==> src/rtl/aimd_pkg.sv <==
// Shared types, codes and helper functions for the AIMD backoff delay controller.
package aimd_pkg;

    localparam int DELAY_W    = 20;
    localparam int COUNT_W    = 16;
    localparam int KIND_W     = 2;
    localparam int CFG_ADDR_W = 3;
    localparam int IN_DATA_W  = 24;
    localparam int OUT_DATA_W = 40;

    typedef enum logic [CFG_ADDR_W-1:0] {
        CFG_MIN_DELAY       = 3'd0,
        CFG_MAX_DELAY       = 3'd1,
        CFG_SWITCH_LEVEL    = 3'd2,
        CFG_ADD_STEP        = 3'd3,
        CFG_DIVISOR         = 3'd4,
        CFG_LONG_WAIT_LIMIT = 3'd5
    } cfg_idx_t;

    typedef enum logic [KIND_W-1:0] {
        REQ_INC  = 2'd0,
        REQ_DEC  = 2'd1,
        REQ_WAIT = 2'd2,
        REQ_SET  = 2'd3
    } req_kind_t;

    typedef enum logic [2:0] {
        ST_IDLE,
        ST_EVAL,
        ST_DIV,
        ST_COMMIT,
        ST_OUT
    } ctrl_state_t;

    typedef struct packed {
        logic load_req;
        logic eval;
        logic div_step;
        logic div_commit;
        logic out_load;
    } ctrl_cmd_t;

    typedef struct packed {
        logic need_div;
        logic div_last;
        logic out_free;
    } dp_status_t;

    function automatic logic [DELAY_W-1:0] eff_min(
        input logic [DELAY_W-1:0] mn,
        input logic [DELAY_W-1:0] ceil
    );
        logic [DELAY_W-1:0] m;
        m = mn;
        if (m == '0) m = DELAY_W'(1);
        if (m > ceil) m = ceil;
        return m;
    endfunction

    function automatic logic [DELAY_W-1:0] eff_max(
        input logic [DELAY_W-1:0] mn,
        input logic [DELAY_W-1:0] mx,
        input logic [DELAY_W-1:0] ceil
    );
        logic [DELAY_W-1:0] lo;
        logic [DELAY_W-1:0] m;
        lo = eff_min(mn, ceil);
        m  = mx;
        if (m > ceil) m = ceil;
        if (m < lo) m = lo;
        return m;
    endfunction

    function automatic logic [DELAY_W-1:0] eff_switch(
        input logic [DELAY_W-1:0] mn,
        input logic [DELAY_W-1:0] mx,
        input logic [DELAY_W-1:0] sw,
        input logic [DELAY_W-1:0] ceil
    );
        logic [DELAY_W-1:0] lo;
        logic [DELAY_W-1:0] hi;
        lo = eff_min(mn, ceil);
        hi = eff_max(mn, mx, ceil);
        if (sw >= lo && sw <= hi) return sw;
        return lo;
    endfunction

endpackage

==> src/rtl/aimd_ctrl.sv <==
// Control state machine: sequences accept, evaluate, divide and result hand-off.
module aimd_ctrl (
    input  logic                   aclk,
    input  logic                   aresetn,
    input  logic                   s_tvalid,
    output logic                   s_tready,
    input  aimd_pkg::dp_status_t   status,
    output aimd_pkg::ctrl_cmd_t    cmd
);
    import aimd_pkg::*;

    ctrl_state_t state_reg;
    ctrl_state_t state_next;

    always_ff @(posedge aclk) begin
        if (!aresetn) begin
            state_reg <= ST_IDLE;
        end else begin
            state_reg <= state_next;
        end
    end

    always_comb begin
        state_next = state_reg;
        cmd        = '0;
        s_tready   = 1'b0;
        case (state_reg)
            ST_IDLE: begin
                s_tready = 1'b1;
                if (s_tvalid) begin
                    cmd.load_req = 1'b1;
                    state_next   = ST_EVAL;
                end
            end
            ST_EVAL: begin
                cmd.eval   = 1'b1;
                state_next = status.need_div ? ST_DIV : ST_OUT;
            end
            ST_DIV: begin
                cmd.div_step = 1'b1;
                if (status.div_last) state_next = ST_COMMIT;
            end
            ST_COMMIT: begin
                cmd.div_commit = 1'b1;
                state_next     = ST_OUT;
            end
            ST_OUT: begin
                if (status.out_free) begin
                    cmd.out_load = 1'b1;
                    state_next   = ST_IDLE;
                end
            end
            default: begin
                state_next = ST_IDLE;
            end
        endcase
    end

endmodule

==> src/rtl/aimd_dp.sv <==
// Datapath: config registers, delay/count state, restoring divider, output register.
module aimd_dp #(
    parameter int DELAY_CEILING = 999999
) (
    input  logic                                aclk,
    input  logic                                aresetn,
    input  logic                                cfg_wr_en,
    input  logic [aimd_pkg::CFG_ADDR_W-1:0]     cfg_addr,
    input  logic [aimd_pkg::DELAY_W-1:0]        cfg_wdata,
    input  logic [aimd_pkg::KIND_W-1:0]         req_kind,
    input  logic [aimd_pkg::DELAY_W-1:0]        req_delay,
    input  aimd_pkg::ctrl_cmd_t                 cmd,
    output aimd_pkg::dp_status_t                status,
    output logic                                m_tvalid,
    input  logic                                m_tready,
    output logic [aimd_pkg::OUT_DATA_W-1:0]     m_tdata
);
    import aimd_pkg::*;

    localparam logic [DELAY_W-1:0] CEIL     = DELAY_W'(DELAY_CEILING);
    localparam int                 DIV_CW   = $clog2(DELAY_W);
    localparam int                 PAD_W    = OUT_DATA_W - DELAY_W - COUNT_W - 1;

    logic [DELAY_W-1:0] min_reg, max_reg, switch_reg, step_reg, divisor_reg;
    logic [COUNT_W-1:0] limit_reg;
    logic [DELAY_W-1:0] min_next, max_next, switch_next, step_next, divisor_next;
    logic [COUNT_W-1:0] limit_next;

    logic [DELAY_W-1:0] delay_reg, delay_next;
    logic [COUNT_W-1:0] count_reg, count_next;

    logic [KIND_W-1:0]  kind_reg, kind_next;
    logic [DELAY_W-1:0] req_reg, req_next;

    logic [DELAY_W-1:0] quo_reg, quo_next;
    logic [DELAY_W-1:0] rem_reg, rem_next;
    logic [DELAY_W-1:0] dvs_reg, dvs_next;
    logic [DIV_CW-1:0]  cnt_reg, cnt_next;

    logic               out_valid_reg, out_valid_next;
    logic [DELAY_W-1:0] out_delay_reg, out_delay_next;
    logic [COUNT_W-1:0] out_count_reg, out_count_next;
    logic               out_lim_reg, out_lim_next;

    logic [DELAY_W-1:0] lo, hi, sw, step_eff, dvs_eff;
    logic [COUNT_W-1:0] lim;
    logic [DELAY_W:0]   grow;
    logic [DELAY_W-1:0] inc_val;
    logic [DELAY_W:0]   rem_sh;
    logic [DELAY_W:0]   rem_sub;
    logic               rem_ge;
    logic [DELAY_W-1:0] old_hi, new_hi;

    assign lo       = eff_min(min_reg, CEIL);
    assign hi       = eff_max(min_reg, max_reg, CEIL);
    assign sw       = eff_switch(min_reg, max_reg, switch_reg, CEIL);
    assign step_eff = (step_reg == '0) ? DELAY_W'(1) : step_reg;
    assign dvs_eff  = (divisor_reg < DELAY_W'(2)) ? DELAY_W'(2) : divisor_reg;
    assign lim      = (limit_reg == '0) ? COUNT_W'(1) : limit_reg;

    assign grow    = (delay_reg >= sw) ? ({1'b0, delay_reg} + {1'b0, step_eff})
                                       : {delay_reg, 1'b0};
    assign inc_val = (grow < {1'b0, hi}) ? grow[DELAY_W-1:0] : hi;

    assign rem_sh  = {rem_reg, quo_reg[DELAY_W-1]};
    assign rem_sub = rem_sh - {1'b0, dvs_reg};
    assign rem_ge  = rem_sh >= {1'b0, dvs_reg};

    assign old_hi = hi;

    assign status.need_div = (req_kind_t'(kind_reg) == REQ_DEC) && (delay_reg > lo);
    assign status.div_last = (cnt_reg == DIV_CW'(DELAY_W - 1));
    assign status.out_free = !out_valid_reg || m_tready;

    always_comb begin
        min_next     = min_reg;
        max_next     = max_reg;
        switch_next  = switch_reg;
        step_next    = step_reg;
        divisor_next = divisor_reg;
        limit_next   = limit_reg;
        if (cfg_wr_en) begin
            case (cfg_addr)
                CFG_MIN_DELAY:       min_next     = cfg_wdata;
                CFG_MAX_DELAY:       max_next     = cfg_wdata;
                CFG_SWITCH_LEVEL:    switch_next  = cfg_wdata;
                CFG_ADD_STEP:        step_next    = cfg_wdata;
                CFG_DIVISOR:         divisor_next = cfg_wdata;
                CFG_LONG_WAIT_LIMIT: limit_next   = cfg_wdata[COUNT_W-1:0];
                default: ;
            endcase
        end
    end

    assign new_hi = eff_max(min_next, max_next, CEIL);

    always_comb begin
        delay_next     = delay_reg;
        count_next     = count_reg;
        kind_next      = kind_reg;
        req_next       = req_reg;
        quo_next       = quo_reg;
        rem_next       = rem_reg;
        dvs_next       = dvs_reg;
        cnt_next       = cnt_reg;
        out_valid_next = out_valid_reg;
        out_delay_next = out_delay_reg;
        out_count_next = out_count_reg;
        out_lim_next   = out_lim_reg;

        if (cmd.load_req) begin
            kind_next = req_kind;
            req_next  = req_delay;
        end

        if (cmd.eval) begin
            case (req_kind_t'(kind_reg))
                REQ_INC: begin
                    if (delay_reg < hi) delay_next = inc_val;
                end
                REQ_DEC: begin
                    count_next = '0;
                    quo_next   = delay_reg;
                    rem_next   = '0;
                    dvs_next   = dvs_eff;
                    cnt_next   = '0;
                end
                REQ_WAIT: begin
                    if (delay_reg >= hi && count_reg < lim) count_next = count_reg + COUNT_W'(1);
                end
                REQ_SET: begin
                    if (req_reg >= lo && req_reg <= hi) delay_next = req_reg;
                end
                default: ;
            endcase
        end

        if (cmd.div_step) begin
            rem_next = rem_ge ? rem_sub[DELAY_W-1:0] : rem_sh[DELAY_W-1:0];
            quo_next = {quo_reg[DELAY_W-2:0], rem_ge};
            cnt_next = cnt_reg + DIV_CW'(1);
        end

        if (cmd.div_commit) begin
            delay_next = (quo_reg > lo) ? quo_reg : lo;
        end

        if (m_tready) out_valid_next = 1'b0;
        if (cmd.out_load) begin
            out_valid_next = 1'b1;
            out_delay_next = delay_reg;
            out_count_next = count_reg;
            out_lim_next   = (count_reg >= lim);
        end

        if (cfg_wr_en && new_hi > old_hi) count_next = '0;
    end

    always_ff @(posedge aclk) begin
        if (!aresetn) begin
            min_reg       <= DELAY_W'(1);
            max_reg       <= DELAY_W'(1024);
            switch_reg    <= DELAY_W'(64);
            step_reg      <= DELAY_W'(1);
            divisor_reg   <= DELAY_W'(2);
            limit_reg     <= COUNT_W'(1);
            delay_reg     <= DELAY_W'(1);
            count_reg     <= '0;
            out_valid_reg <= 1'b0;
        end else begin
            min_reg       <= min_next;
            max_reg       <= max_next;
            switch_reg    <= switch_next;
            step_reg      <= step_next;
            divisor_reg   <= divisor_next;
            limit_reg     <= limit_next;
            delay_reg     <= delay_next;
            count_reg     <= count_next;
            out_valid_reg <= out_valid_next;
        end
    end

    always_ff @(posedge aclk) begin
        kind_reg      <= kind_next;
        req_reg       <= req_next;
        quo_reg       <= quo_next;
        rem_reg       <= rem_next;
        dvs_reg       <= dvs_next;
        cnt_reg       <= cnt_next;
        out_delay_reg <= out_delay_next;
        out_count_reg <= out_count_next;
        out_lim_reg   <= out_lim_next;
    end

    assign m_tvalid = out_valid_reg;
    assign m_tdata  = {{PAD_W{1'b0}}, out_lim_reg, out_count_reg, out_delay_reg};

`ifndef NO_ASSERTIONS
    a_delay_nonzero: assert property (@(posedge aclk) disable iff (!aresetn)
        delay_reg != '0)
        else $error("delay state reached zero");

    a_load_when_free: assert property (@(posedge aclk) disable iff (!aresetn)
        cmd.out_load |-> status.out_free)
        else $error("result loaded over an untaken beat");

    a_commit_after_div: assert property (@(posedge aclk) disable iff (!aresetn)
        cmd.div_commit |-> $past(cmd.div_step) && $past(status.div_last))
        else $error("quotient committed before divider finished");
`endif

endmodule

==> src/rtl/aimd_backoff_delay_controller_top.sv <==
// AIMD backoff delay controller: event in, delay and long-wait count out.
//
// Input beat (s_*): s_tuser[1:0] = event kind (increase, decrease, wait, set),
// s_tdata[19:0] = delay requested by a set event. One result beat per event.
// Result beat (m_*): m_tdata holds delay_now, long_waits and limit_reached.
// Config: cfg_wr_en/cfg_addr/cfg_wdata write one register per cycle; the user must write only
// while idle, which the block itself does not enforce. Steps: accept, evaluate, then output
// for increase, wait and set; a decrease that divides runs 20 restoring-divider steps
// and a commit between evaluate and output. A new event is accepted only after the last
// one's result is loaded, with one shared bit-serial divider and a one-event-at-a-time sequencer.
// The result sits in an output register: a new event is accepted while it waits,
// but the next result holds in the sequencer until the receiver takes the beat.
// Reset (aresetn low, synchronous) restores register defaults, delay = 1,
// long-wait count = 0, and empties the output register.
module aimd_backoff_delay_controller_top #(
    parameter int DELAY_CEILING = 999999
) (
    input  logic                                aclk,
    input  logic                                aresetn,
    input  logic                                cfg_wr_en,
    input  logic [aimd_pkg::CFG_ADDR_W-1:0]     cfg_addr,
    input  logic [aimd_pkg::DELAY_W-1:0]        cfg_wdata,
    input  logic                                s_tvalid,
    output logic                                s_tready,
    input  logic [aimd_pkg::IN_DATA_W-1:0]      s_tdata,   // [19:0] new_delay
    input  logic [aimd_pkg::KIND_W-1:0]         s_tuser,   // [1:0] req_type
    output logic                                m_tvalid,
    input  logic                                m_tready,
    output logic [aimd_pkg::OUT_DATA_W-1:0]     m_tdata    // [19:0] delay_now,
                                                           // [35:20] long_waits,
                                                           // [36] limit_reached
);
    import aimd_pkg::*;

    ctrl_cmd_t  cmd;
    dp_status_t status;

    aimd_ctrl u_ctrl (
        .aclk     (aclk),
        .aresetn  (aresetn),
        .s_tvalid (s_tvalid),
        .s_tready (s_tready),
        .status   (status),
        .cmd      (cmd)
    );

    aimd_dp #(
        .DELAY_CEILING (DELAY_CEILING)
    ) u_dp (
        .aclk      (aclk),
        .aresetn   (aresetn),
        .cfg_wr_en (cfg_wr_en),
        .cfg_addr  (cfg_addr),
        .cfg_wdata (cfg_wdata),
        .req_kind  (s_tuser),
        .req_delay (s_tdata[DELAY_W-1:0]),
        .cmd       (cmd),
        .status    (status),
        .m_tvalid  (m_tvalid),
        .m_tready  (m_tready),
        .m_tdata   (m_tdata)
    );

endmodule
==> config.mk <==
export PLATFORM = sky130hd
export DESIGN_NAME = aimd_backoff_delay_controller_top
export DESIGN_NICKNAME = d
export VERILOG_FILES = /design/src/rtl/aimd_pkg.sv /design/src/rtl/aimd_ctrl.sv /design/src/rtl/aimd_dp.sv /design/src/rtl/aimd_backoff_delay_controller_top.sv
export SDC_FILE = /design/constraint.sdc
export NUM_CORES = 1
export LEC_CHECK = 0
export ABC_AREA = 1
export BUFFER_PORTS_ARGS = -buffer_cell sky130_fd_sc_hd__buf_2
export CAP_MARGIN = 25
export CELL_PAD_IN_SITES_DETAIL_PLACEMENT = 0
export CELL_PAD_IN_SITES_GLOBAL_PLACEMENT = 1
export CORE_ASPECT_RATIO = 0.8
export CORE_MARGIN = 5
export CORE_UTILIZATION = 47
export CTS_BUF_LIST = sky130_fd_sc_hd__clkbuf_8 sky130_fd_sc_hd__clkbuf_16
export DETAILED_ROUTE_END_ITERATION = 16
export HOLD_SLACK_MARGIN = 0.02
export MAX_ROUTING_LAYER = met4
export PLACE_DENSITY = 0.89
export SETUP_SLACK_MARGIN = 0.5
export SYNTH_ARGS = -nofsm -noshare
export SYNTH_HDL_FRONTEND = slang
export SYNTH_HIERARCHICAL = 1
export SYNTH_SLANG_ARGS = --single-unit
==> constraint.sdc <==
create_clock -name aclk -period 11.4 [get_ports aclk]
set_input_delay 2.28 -clock aclk [delete_from_list [all_inputs] [get_ports aclk]]
set_output_delay 2.28 -clock aclk [all_outputs]
set_load 0.01 [all_outputs]
Word level (Yosys, flattened, before mapping)

Cells that the tools add are included.

Flip-flop bits (word level): 280
Bits of input ports: 54
Logic and storage cells: 146

Add/subtract/negate cells: 4
Order comparisons: 21
Equal/unequal tests: 19
Multiplexer cells: 52
Bitwise logic cells: 1
Reductions and logical operators: 30

Operators with widths:

| cell                                                        | count |
|---|---|
| two-way mux 20 bit                                          | 28 |
| greater-or-equal comparator 20 bit                          | 4 |
| > comparator 20 bit, second input constant                  | 4 |
| > comparator 20 bit                                         | 3 |
| logical NOT 20 bit                                          | 3 |
| less-than comparator 20 bit                                 | 3 |
| <= comparator 20 bit                                        | 2 |
| case mux 20 bit (2 select lines)                            | 1 |
| two-way mux 16 bit                                          | 2 |
| case mux 16 bit (2 select lines)                            | 1 |
| adder 20 x 20 -> 21 bit                                     | 1 |
| greater-or-equal comparator 21 x 20 -> 1 bit                | 1 |
| less-than comparator 21 x 20 -> 1 bit                       | 1 |
| two-way mux 21 bit                                          | 1 |
| less-than comparator 20 x 2 -> 1 bit, second input constant | 1 |
| subtractor 20 bit                                           | 1 |
| adder 16 x 1 -> 16 bit, second input constant               | 1 |
| greater-or-equal comparator 16 bit                          | 1 |
| logical NOT 16 bit                                          | 1 |
| less-than comparator 16 bit                                 | 1 |
| two-way mux 5 bit                                           | 3 |
| case mux 3 bit (5 select lines)                             | 1 |
| == test 3 x 2 -> 1 bit, second input constant               | 4 |
| two-way mux 3 bit                                           | 4 |
| 22 further kinds                                            | 54 |

Logic depth before layout (Yosys ltp)

Gate-level depths: netlist (run 1).

Depth in word-level cells: 18
Mapped depth: 65
Depth with buffers taken out: 58

Cells and area by module

Netlist (run 1), hierarchy kept.

Modules (own cells, without submodules):

| module    | instances | cells each | area each (µm²) |
|---|---|---|---|
| aimd_dp   | 1         | 2726       | 20455.9 |
| aimd_ctrl | 1         | 31         | 190.2 |

Worst setup path before layout (run 1)

No wires, ideal clock.

Kind: register to register
Start point: register u_dp.min_reg[16]
End point: register u_dp.delay_reg[10]
Setup time: 0.113 ns
Data arrival time: 8.183 ns
Data required time: 11.287 ns
Path slack: 3.104 ns
Cell stages (with the launch flop): 59
Period minus slack after synthesis: 8.296 ns
Path through: dfxtp_1 > nand2_1 > inv_1 > nand2_1 > nor2_2 > nand2_2 > nand2_1 > clkbuf_1 > nor2_1 > ha_1 > nand2_1 > inv_1 > nand4_1 > nor4_1 > nand2_2 > nand2_2 > buf_6 > clkbuf_1 > [23 not listed] > clkbuf_1 > o21ai_0 > ha_1 > nand2_1 > inv_1 > o21bai_1 > a21oi_1 > a2111oi_0 > nor2_1 > nor2_2 > nand2_4 > inv_4 > buf_4 > o21ai_1 > nor2_1 > o22ai_1 > nor2_1 > nor2_1

Longest elaborated chain between the ends: 18

RTL lines:

| what                                  | RTL line       | source |
|---|---|---|
| start: declaration                    | aimd_dp.sv:24  | `logic [DELAY_W-1:0] min_reg, max_reg, switch_reg, step_reg, divisor_reg;` |
| start signal: assignment              | aimd_dp.sv:171 | `min_reg <= min_next;` |
| logical NOT 20 bit                    | aimd_pkg.sv:55 | `if (m == '0) m = DELAY_W'(1);` |
| two-way mux 20 bit (*)                | aimd_pkg.sv:55 |  |
| > comparator 20 bit                   | aimd_pkg.sv:56 | `if (m > ceil) m = ceil;` |
| two-way mux 20 bit (*)                | aimd_pkg.sv:56 |  |
| less-than comparator 20 bit           | aimd_pkg.sv:70 | `if (m < lo) m = lo;` |
| two-way mux 20 bit                    | aimd_pkg.sv:70 |  |
| <= comparator 20 bit                  | aimd_pkg.sv:84 | `if (sw >= lo && sw <= hi) return sw;` |
| logical AND 1 bit                     | aimd_pkg.sv:84 |  |
| [2 not listed]                        | n/a            |  |
| greater-or-equal comparator 20 bit    | aimd_dp.sv:61  | `assign grow = (delay_reg >= sw) ? ({1'b0, delay_reg} + {1'b0, step_eff})` |
| two-way mux 21 bit                    | aimd_dp.sv:61  |  |
| less-than comparator 21 x 20 -> 1 bit | aimd_dp.sv:63  | `assign inc_val = (grow < {1'b0, hi}) ? grow[DELAY_W-1:0] : hi;` |
| two-way mux 20 bit                    | aimd_dp.sv:63  |  |
| two-way mux 20 bit                    | aimd_dp.sv:119 | `if (delay_reg < hi) delay_next = inc_val;` |
| case mux 20 bit (2 select lines)      | aimd_dp.sv:117 | `case (req_kind_t'(kind_reg))` |
| two-way mux 20 bit                    | aimd_dp.sv:116 | `if (cmd.eval) begin` |
| two-way mux 20 bit                    | aimd_dp.sv:144 | `if (cmd.div_commit) begin` |
| end signal: assignment                | aimd_dp.sv:177 | `delay_reg <= delay_next;` |
| end: declaration                      | aimd_dp.sv:29  | `logic [DELAY_W-1:0] delay_reg, delay_next;` |

Mark *: on every way between the ends. The rest lies on a longest branch, timed or not. The select of a mux whose other input is x is not followed.
A chain may end at the register's enable or synchronous reset.

Worst setup path in the final report (run 1)

Start point: register u_dp.min_reg[19]
End point: register u_dp.delay_reg[3]

Same word-level chain as after synthesis.

==> results of run 1 <==
[worst paths after layout]
| kind | startpoint | end | slack (ns) |
|---|---|---|---|
| max | u_dp/min_reg[19] | u_dp/delay_reg[3] | 1.44 |
| min | u_dp/divisor_reg[10] | u_dp/dvs_reg[10] | 0.45 |
| max reg2reg | u_dp/min_reg[19] | u_dp/delay_reg[3] | 1.44 |
| min reg2reg | u_dp/divisor_reg[10] | u_dp/dvs_reg[10] | 0.45 |
[stage by stage]
stage	instance area [um2]	utilization (%)	total power, mW
2_1_floorplan	20700	-	2.20
3_3_place_gp	21700	50.0	2.66
3_5_place_dp	21700	50.0	2.69
4_1_cts	22800	52.5	3.78
5_1_grt	22800	52.6	4.01
6_report	22800	52.6	3.81
[cell families (layout without fill, tap and decap cells)]
logic type | count (synthesis) | in the layout | synth area share (%)
AND/OR/NAND/NOR | 1101 | 1101 | 22.7
other | 1 | 6 | 0.0182
adder cells (fa/ha/maj) | 291 | 291 | 17.7
buffers and inverters | 403 | 480 | 7.87
multiplexers | 1 | 1 | 0.0485
AO/OA/AOI/OAI | 636 | 636 | 16.7
flip-flops | 280 | 280 | 33.2
XOR/XNOR | 44 | 44 | 1.87
[cell type report]
type,instances,area (um2),share of cell area (%)
Tap cell,560,701,3.07
Inverter,273,1030,4.52
Clock inverter,24,164,0.719
Timing Repair Buffer,145,901,3.95
Clock buffer,38,928,4.07
Sequential cell,280,6850,30.0
Multi-Input combinational cell,2076,12200,53.6
Antenna cell,3,7.51,0.0329
[worst max-delay path: cells and delay by family (launching register included)]
family	cells	cell delay, ns
AND/OR/NAND/NOR	29	4.61
AO/OA/AOI/OAI	12	2.37
adder cells (fa/ha/maj)	4	1.24
flip-flops	1	0.40
buffers and inverters	7	1.26
[where the power goes]
group	internal, mW	leakage (nW)	total [mW]	switching [mW]
clock	0.612	0.562	1.08	0.465
combinational	0.508	7.46	1.53	1.02
sequential	1.13	2.42	1.20	0.0757
total	2.25	10.4	3.81	1.56
[layout by cell type (no fill, tap or decap), drive strengths merged, types with 4 or more instances in the layout]
master and count:
ha 289, o21a 5, o21bai 5, xnor2 21, a31oi 7, nor3b 4
nor3 31, dfxtp 156, inv 276, o211ai 10, nand3b 4, nand2 490
a211oi 11, o22ai 12, nand3 92, a21boi 5, o31ai 4, edfxtp 124
or2 8, nor4 15, nand4 55, o21ai 321, and2 5, clkinv 19
nor2 393, o221ai 4, clkbuf 38, buf 145, a21oi 231, a21o 5
xor2 23
[timing repair]
item,4_1_cts,5_1_grt
hold buffers,0,0
resized for setup,0,3
setup endpoints to repair,0,20
[layer usage]
| metal | wire length (um) | global-route usage, % |
|---|---|---|
| met2 | 30200 | 43.0 |
| met4 | 2000 | 8.42 |
| met3 | 7400 | 5.75 |
| met1 | 33400 | 43.2 |
| met5 | 0 | - |
==> results.md, run 1 <==
Outcome:
- The flow ran to the end, and the final reports show no timing, DRC or antenna violations.

Global route:
- The total routing usage reported by global routing is 30.0%.
- The via count of the first global-routing pass was 18200.
- The initial antenna violation count is 8.
- The total overflow reported by the global router is 0.
- The maximum number of pins on one net before global-route repair is 65.
- The global-route wire length before repair is 109000 um.

Finish:
- Excluding fillers, the count of instances in the completed layout stands at 3399.
- Fill cells in the final layout number 4064.
- The layout overhead on the synthesized area is 10.4%.
- The final layout net count is 3155.
- Of the cells placed in the final design, the portion with a size suffix greater than 1 is 8.92%.

Timing:
- Setup violations remaining at the end of the flow were counted as 0.
- The share of the clock period used by the worst path after layout is 87.4%.
- The number of pins with negative max-slew slack in the final report is 0.
- For the finished layout, the period the worst path requires is 9.96 ns.
- The final worst slack is 1.44 ns.
- Between clock sinks in the finished design, the worst skew comes to 0.0234 ns.
- Static timing analysis puts the maximum clock frequency at 0.100 GHz.
- Adding up every negative setup slack in the final design gives 0 ns.
- The count of final hold-check violations is 0.
- The actual slew at the worst max-slew pin is 1.14 ns.
- Setup repair after global routing left no endpoint under its margin.
- The final hold slack is 0.455 ns.
- The worst pin sits at a relative slew slack of 21.7%.

Logic synthesis:
- The register bit total from synthesis is 280.
- The leading register cell type out of synthesis is sky130_fd_sc_hd__dfxtp_1.
- Counting flops with an async set or reset pin after synthesis yields a share of 0%.
- The Yosys step of the flow raised 6 warnings.
- Each instance of the synthesized netlist takes up on average 7.49 um2.
- After synthesis the cells add up to 20600 um2.
- The share of synthesized area occupied by flip-flops and latches is 33.2%.
- In the synthesized netlist, the cells that appear most often are sky130_fd_sc_hd__nand2_1 (477), sky130_fd_sc_hd__nor2_1 (383), sky130_fd_sc_hd__ha_1 (289).
- The synthesized netlist contains 64 unique library cells.
- The area share of the largest cell type after synthesis is 18.0%.
- In the post-synthesis netlist, the biggest area contributors are sky130_fd_sc_hd__edfxtp_1 (18%), sky130_fd_sc_hd__ha_1 (18%), sky130_fd_sc_hd__dfxtp_1 (15%).
- Yosys mapped a number of flops with a built-in enable equal to 124.
- The library cell with the largest summed area after synthesis is sky130_fd_sc_hd__edfxtp_1.
- Counting every instance in the synthesized netlist gives 2757.
- Yosys instantiated no cell more often than sky130_fd_sc_hd__nand2_1.

Detailed routing:
- The number of detailed-route iterations in the first pass is 6.
- The number of antenna-violating nets in the routed design is 0.
- The sum of routed wire length over all layers is 72900 um.
- The number of DRC markers in iteration 0 is 2507.
- The per-cell via count in the routed design is 5.83.
- The via total after detailed routing is 19800.
- The number of design rule violations left after detail routing is 0.
- The average wire per cell in the routed design is 21.5 um.

Clock network:
- The maximum buffer depth of the clock tree is 3.
- The TritonCTS buffer count is 34.
- TritonCTS built the clock tree.
- The number of H-tree levels is 2.
- After clock tree synthesis, the clock-pin slew on the worst setup and hold paths is 0.06 ns.
- The clock reaches the later pin of the worst-skew pair after 0.57 ns.
- Clock tree synthesis selected as its root buffer the cell sky130_fd_sc_hd__clkbuf_16.
- The clock drives 280 sinks.
- In this run the post-CTS setup repair buffer count came out at 0.

Floorplan:
- The number of standard-cell rows in the floorplan is 68.
- The height of the die is 197 um.
- The initial utilization of the core area, before any placement, comes to 47.7%.
- The floorplan die area is 48200 um2.
- The placeable core region is 43300 um2.
- The number of ports placed on the die boundary is 96.
- The die outline width is 244 um.

Placement:
- The final weighted congestion of routability-driven global placement is 0.992.
- In this run, placement finished with an instance count of 3333.
- The pre-CTS worst setup slack is 1.42 ns.
- The quantity of I/O buffers inserted on ports is 88.
- The half-perimeter wire length of the detailed placement result is 55900 um.

Worst hold path:
- The worst hold path cell count is 0.
- The worst hold-check path type is reg2reg.

Setup path:
- The depth of the worst register-to-register path is 52.
- The highest-delay cell along the critical path is sky130_fd_sc_hd__or4_1.
- The data required time of the worst path is 11.90 ns.
- The worst setup path is launched from a flip-flop.
- The worst stage delay on the critical path is 0.63 ns.
- The arrival time reported for the critical path endpoint is 10.46 ns.
- STA classifies the critical path endpoint as a flip-flop.
- The peak fanout along the critical path is 38.
- The critical path is of the reg2reg type.

Power and ir drop:
- The worst supply voltage drop on vdd is 0.105 mV.
- In this run the power density over the cells is 167 nW/um2.
- The analysis attributes to cell leakage a power of 10.4 nW.

Flow run:
- Across the run, the number of max-cap violations was 0.
Note: power is estimated with default switching activity, not from simulation.
==> run 2: changes to the inputs <==
clock period = 10.95 ns   (was 11.4 ns; I/O delays follow)
==> results.md, run 2 (synthesized netlist as in run 1, its figures left out) <==
Floorplan:
- The starting utilization of the core area was 47.7% (unchanged).
- The placeable core region is 43300 um2 (unchanged).
- The floorplan die area is 48200 um2 (unchanged).
- The number of standard-cell rows in the floorplan is 68 (unchanged).
- The height of the die is 197 um (unchanged).
- The number of ports placed on the die boundary is 96 (unchanged).
- The die outline width is 244 um (unchanged).

Clock network:
- The TritonCTS buffer count was 31 (-8.8%).
- The clock input transition at the sequential cells of the worst setup and hold paths is 0.07 ns (about the same).
- The clock net sink count is 280 (unchanged).
- The worst-skew pair later-pin latency is 0.60 ns (+0.03 ns).
- The number of H-tree levels came to 1 (-1).
- The number of gates resized after cts was 0 (unchanged).
- The buffers inserted during post-CTS setup optimization is 0 (unchanged).
- The TritonCTS clock tree is done.
- The maximum buffer depth of the clock tree is 3 (unchanged).
- The number of buffers inserted by hold repair at cts is 0 (unchanged).
- The clock tree root buffer cell is sky130_fd_sc_hd__clkbuf_16.

Detailed routing:
- The via total after detailed routing was 19700 (-0.85%).
- The number of antenna-violating nets in the routed design is 0 (unchanged).
- The number of detailed-route iterations in the first pass is 6 (unchanged).
- The number of DRC markers in iteration 0 is 2479 (-1.1%).
- The per-cell via count in the routed design is 5.81 (-0.44%).
- The number of design rule violations left after detail routing came to 0 (unchanged).
- The sum of routed wire length over all layers was 72000 um (-1.3%).
- The average wire per cell in the routed design is 21.3 um (-0.92%).

Finish:
- The layout overhead on the synthesized area is 10.0%.
- The final layout net count is 3143 (-0.38%).
- The ratio of cells with drive above 1 in the final layout is 8.86% (-0.065 points).
- The filler cell count in the final layout came to 4172 (+2.7%).
- In the layout the commonest cells are sky130_fd_sc_hd__nand2_1 (477), sky130_fd_sc_hd__nor2_1 (378), sky130_fd_sc_hd__ha_1 (289), sky130_fd_sc_hd__inv_1 (261), sky130_fd_sc_hd__o21ai_0 (257).
- The final design instance area without fill is 22700 um2 (-0.35%).
- The most common cell after layout, fill and taps aside is sky130_fd_sc_hd__nand2_1.

Placement:
- The quantity of I/O buffers inserted on ports came to 88 (unchanged).
- The final weighted congestion of routability-driven global placement is 1.01 (+1.6%).
- The area of placed instances is 21600 um2 (-0.22%).
- The half-perimeter wire length of the detailed placement result is 55400 um (-0.78%).

Timing:
- The count of final hold-check violations was 0 (unchanged).
- The share of the clock period used by the worst path after layout was 88.8% (+1.4 points).
- The final setup TNS is 0 ns (unchanged).
- Setup repair after global routing left no endpoint under its margin.
- The clock tree skew after final layout is 0.0235 ns (+0.000159 ns).
- The final period demand of the worst path is 9.72 ns (-0.243 ns).
- The final count of negative-setup-slack endpoints is 0 (unchanged).
- The number of pins with negative max-slew slack in the final report is 0 (unchanged).
- The maximum clock frequency is 0.103 GHz (+2.5%).
- The actual slew at the worst max-slew pin is 1.18 ns (+0.0330 ns).
- The headroom to the max-slew limit is 19.5% (-2.3 points).

Setup path:
- The start of the worst register-to-register path is u_dp/min_reg[19].
- The arrival time reported for the critical path endpoint was 10.21 ns (-0.25 ns).
- STA classifies the critical path startpoint as a flip-flop.
- The startpoint of the most critical setup path is u_dp/min_reg[19].
- The nature of the critical path endpoint is a flip-flop.
- The largest individual stage delay along the critical path comes from the cell sky130_fd_sc_hd__or4_1.
- Counting stages on the worst path, the most repeated cell is sky130_fd_sc_hd__nand2_1.
- The critical path in this run is classified as reg2reg.
- The count of buffering cells on the critical path with inverters included is 10 (+3).
- The data required time of the worst path is 11.44 ns (-0.46 ns).
- Among cell families on the critical path, the largest total delay comes from simple AND/OR/NAND/NOR gates.
- The peak fanout along the critical path is 40 (+5.3%).
- The worst stage delay on the critical path was 0.57 ns (-0.06 ns).

Global route:
- The maximum number of pins on one net before global-route repair is 57 (-12%).
- The total overflow reported by the global router is 0 (unchanged).
- The total routing usage reported by global routing is 29.9% (-0.036 points).
- The global-route wire length before repair came to 109000 um (+0.25%).
- The via count of the first global-routing pass came to 18300 (+0.38%).
- The initial antenna violation count was 4 (-4).

Outcome:
- The flow ran to the end, and the final reports show no timing, DRC or antenna violations.

Power and ir drop:
- The leakage power is 10.4 nW (-0.82%).
- The worst supply voltage drop on vdd came to 0.169 mV (+61%).
- The total power density per cell area was 173 nW/um2 (+3.4%).

Worst hold path:
- The worst hold-check path type is reg2reg.
- The worst hold path begins at u_dp/divisor_reg[7].

Flow run:
- The number of max-cap violations is 0 (unchanged).
run 2: changes by cell type in the layout (fill, tap and decap cells not counted), moves of 3 or more:
cell / change
sky130_fd_sc_hd__inv_1: -5
sky130_fd_sc_hd__clkinv_1: -3
sky130_fd_sc_hd__clkinv_2: -4
sky130_fd_sc_hd__clkbuf_16: -3
sky130_fd_sc_hd__clkinvlp_4: +4
sky130_fd_sc_hd__buf_4: -10
sky130_fd_sc_hd__inv_6: +7
run 2: metal layers:
metal / up-vias / share of wire, % / global-route usage (%)
li1: 9474 / - / -
met4: 0 / 2.7 / 7.14
met3: 106 / 10 / 4.79
met5: - / 0 / -
met1: 9154 / 45 / 43.2
met2: 917 / 42 / 44.2
run 2: final timing paths:
check / to / slack [ns] / depth (start not counted)
hold / removal: u_dp/dvs_reg[7] / 0.46 / 0
setup / recovery: u_dp/delay_reg[15] / 1.23 / 56
setup reg to reg: u_dp/delay_reg[15] / 1.23 / 56
hold reg to reg: u_dp/dvs_reg[7] / 0.46 / 0
run 2: power by group:
group	switching, mW	internal, mW	leakage, nW
sequential	0.0780	1.17	2.42
clock	0.485	0.627	0.519
combinational	1.07	0.495	7.42
run 2: area by class of cell:
type | count | area [um2] | share of cell area [%]
sequential | 280 | 6850 | 30.1
timing repair buffer | 136 | 830 | 3.65
inverter | 273 | 1030 | 4.53
clock buffer | 33 | 826 | 3.64
clock inverter | 25 | 250 | 1.10
antenna | 2 | 5.00 | 0.0220
tap | 560 | 701 | 3.08
multi-input combinational | 2076 | 12200 | 53.8
run 2: per-stage QoR:
stage / hold slack, ns / total power, mW / setup slack [ns] / cells / utilization [%]
after floorplan: 0.430 / 2.29 / 2.65 / 2759 / -
after global placement: 0.441 / 2.73 / 1.52 / 3325 / 49.9
after detailed placement: 0.446 / 2.76 / 1.46 / 3325 / 49.9
after CTS: 0.458 / 3.88 / 1.39 / 3383 / 52.4
after global routing: 0.472 / 4.14 / 0.516 / 3384 / 52.4
final: 0.457 / 3.92 / 1.23 / 3385 / 52.4
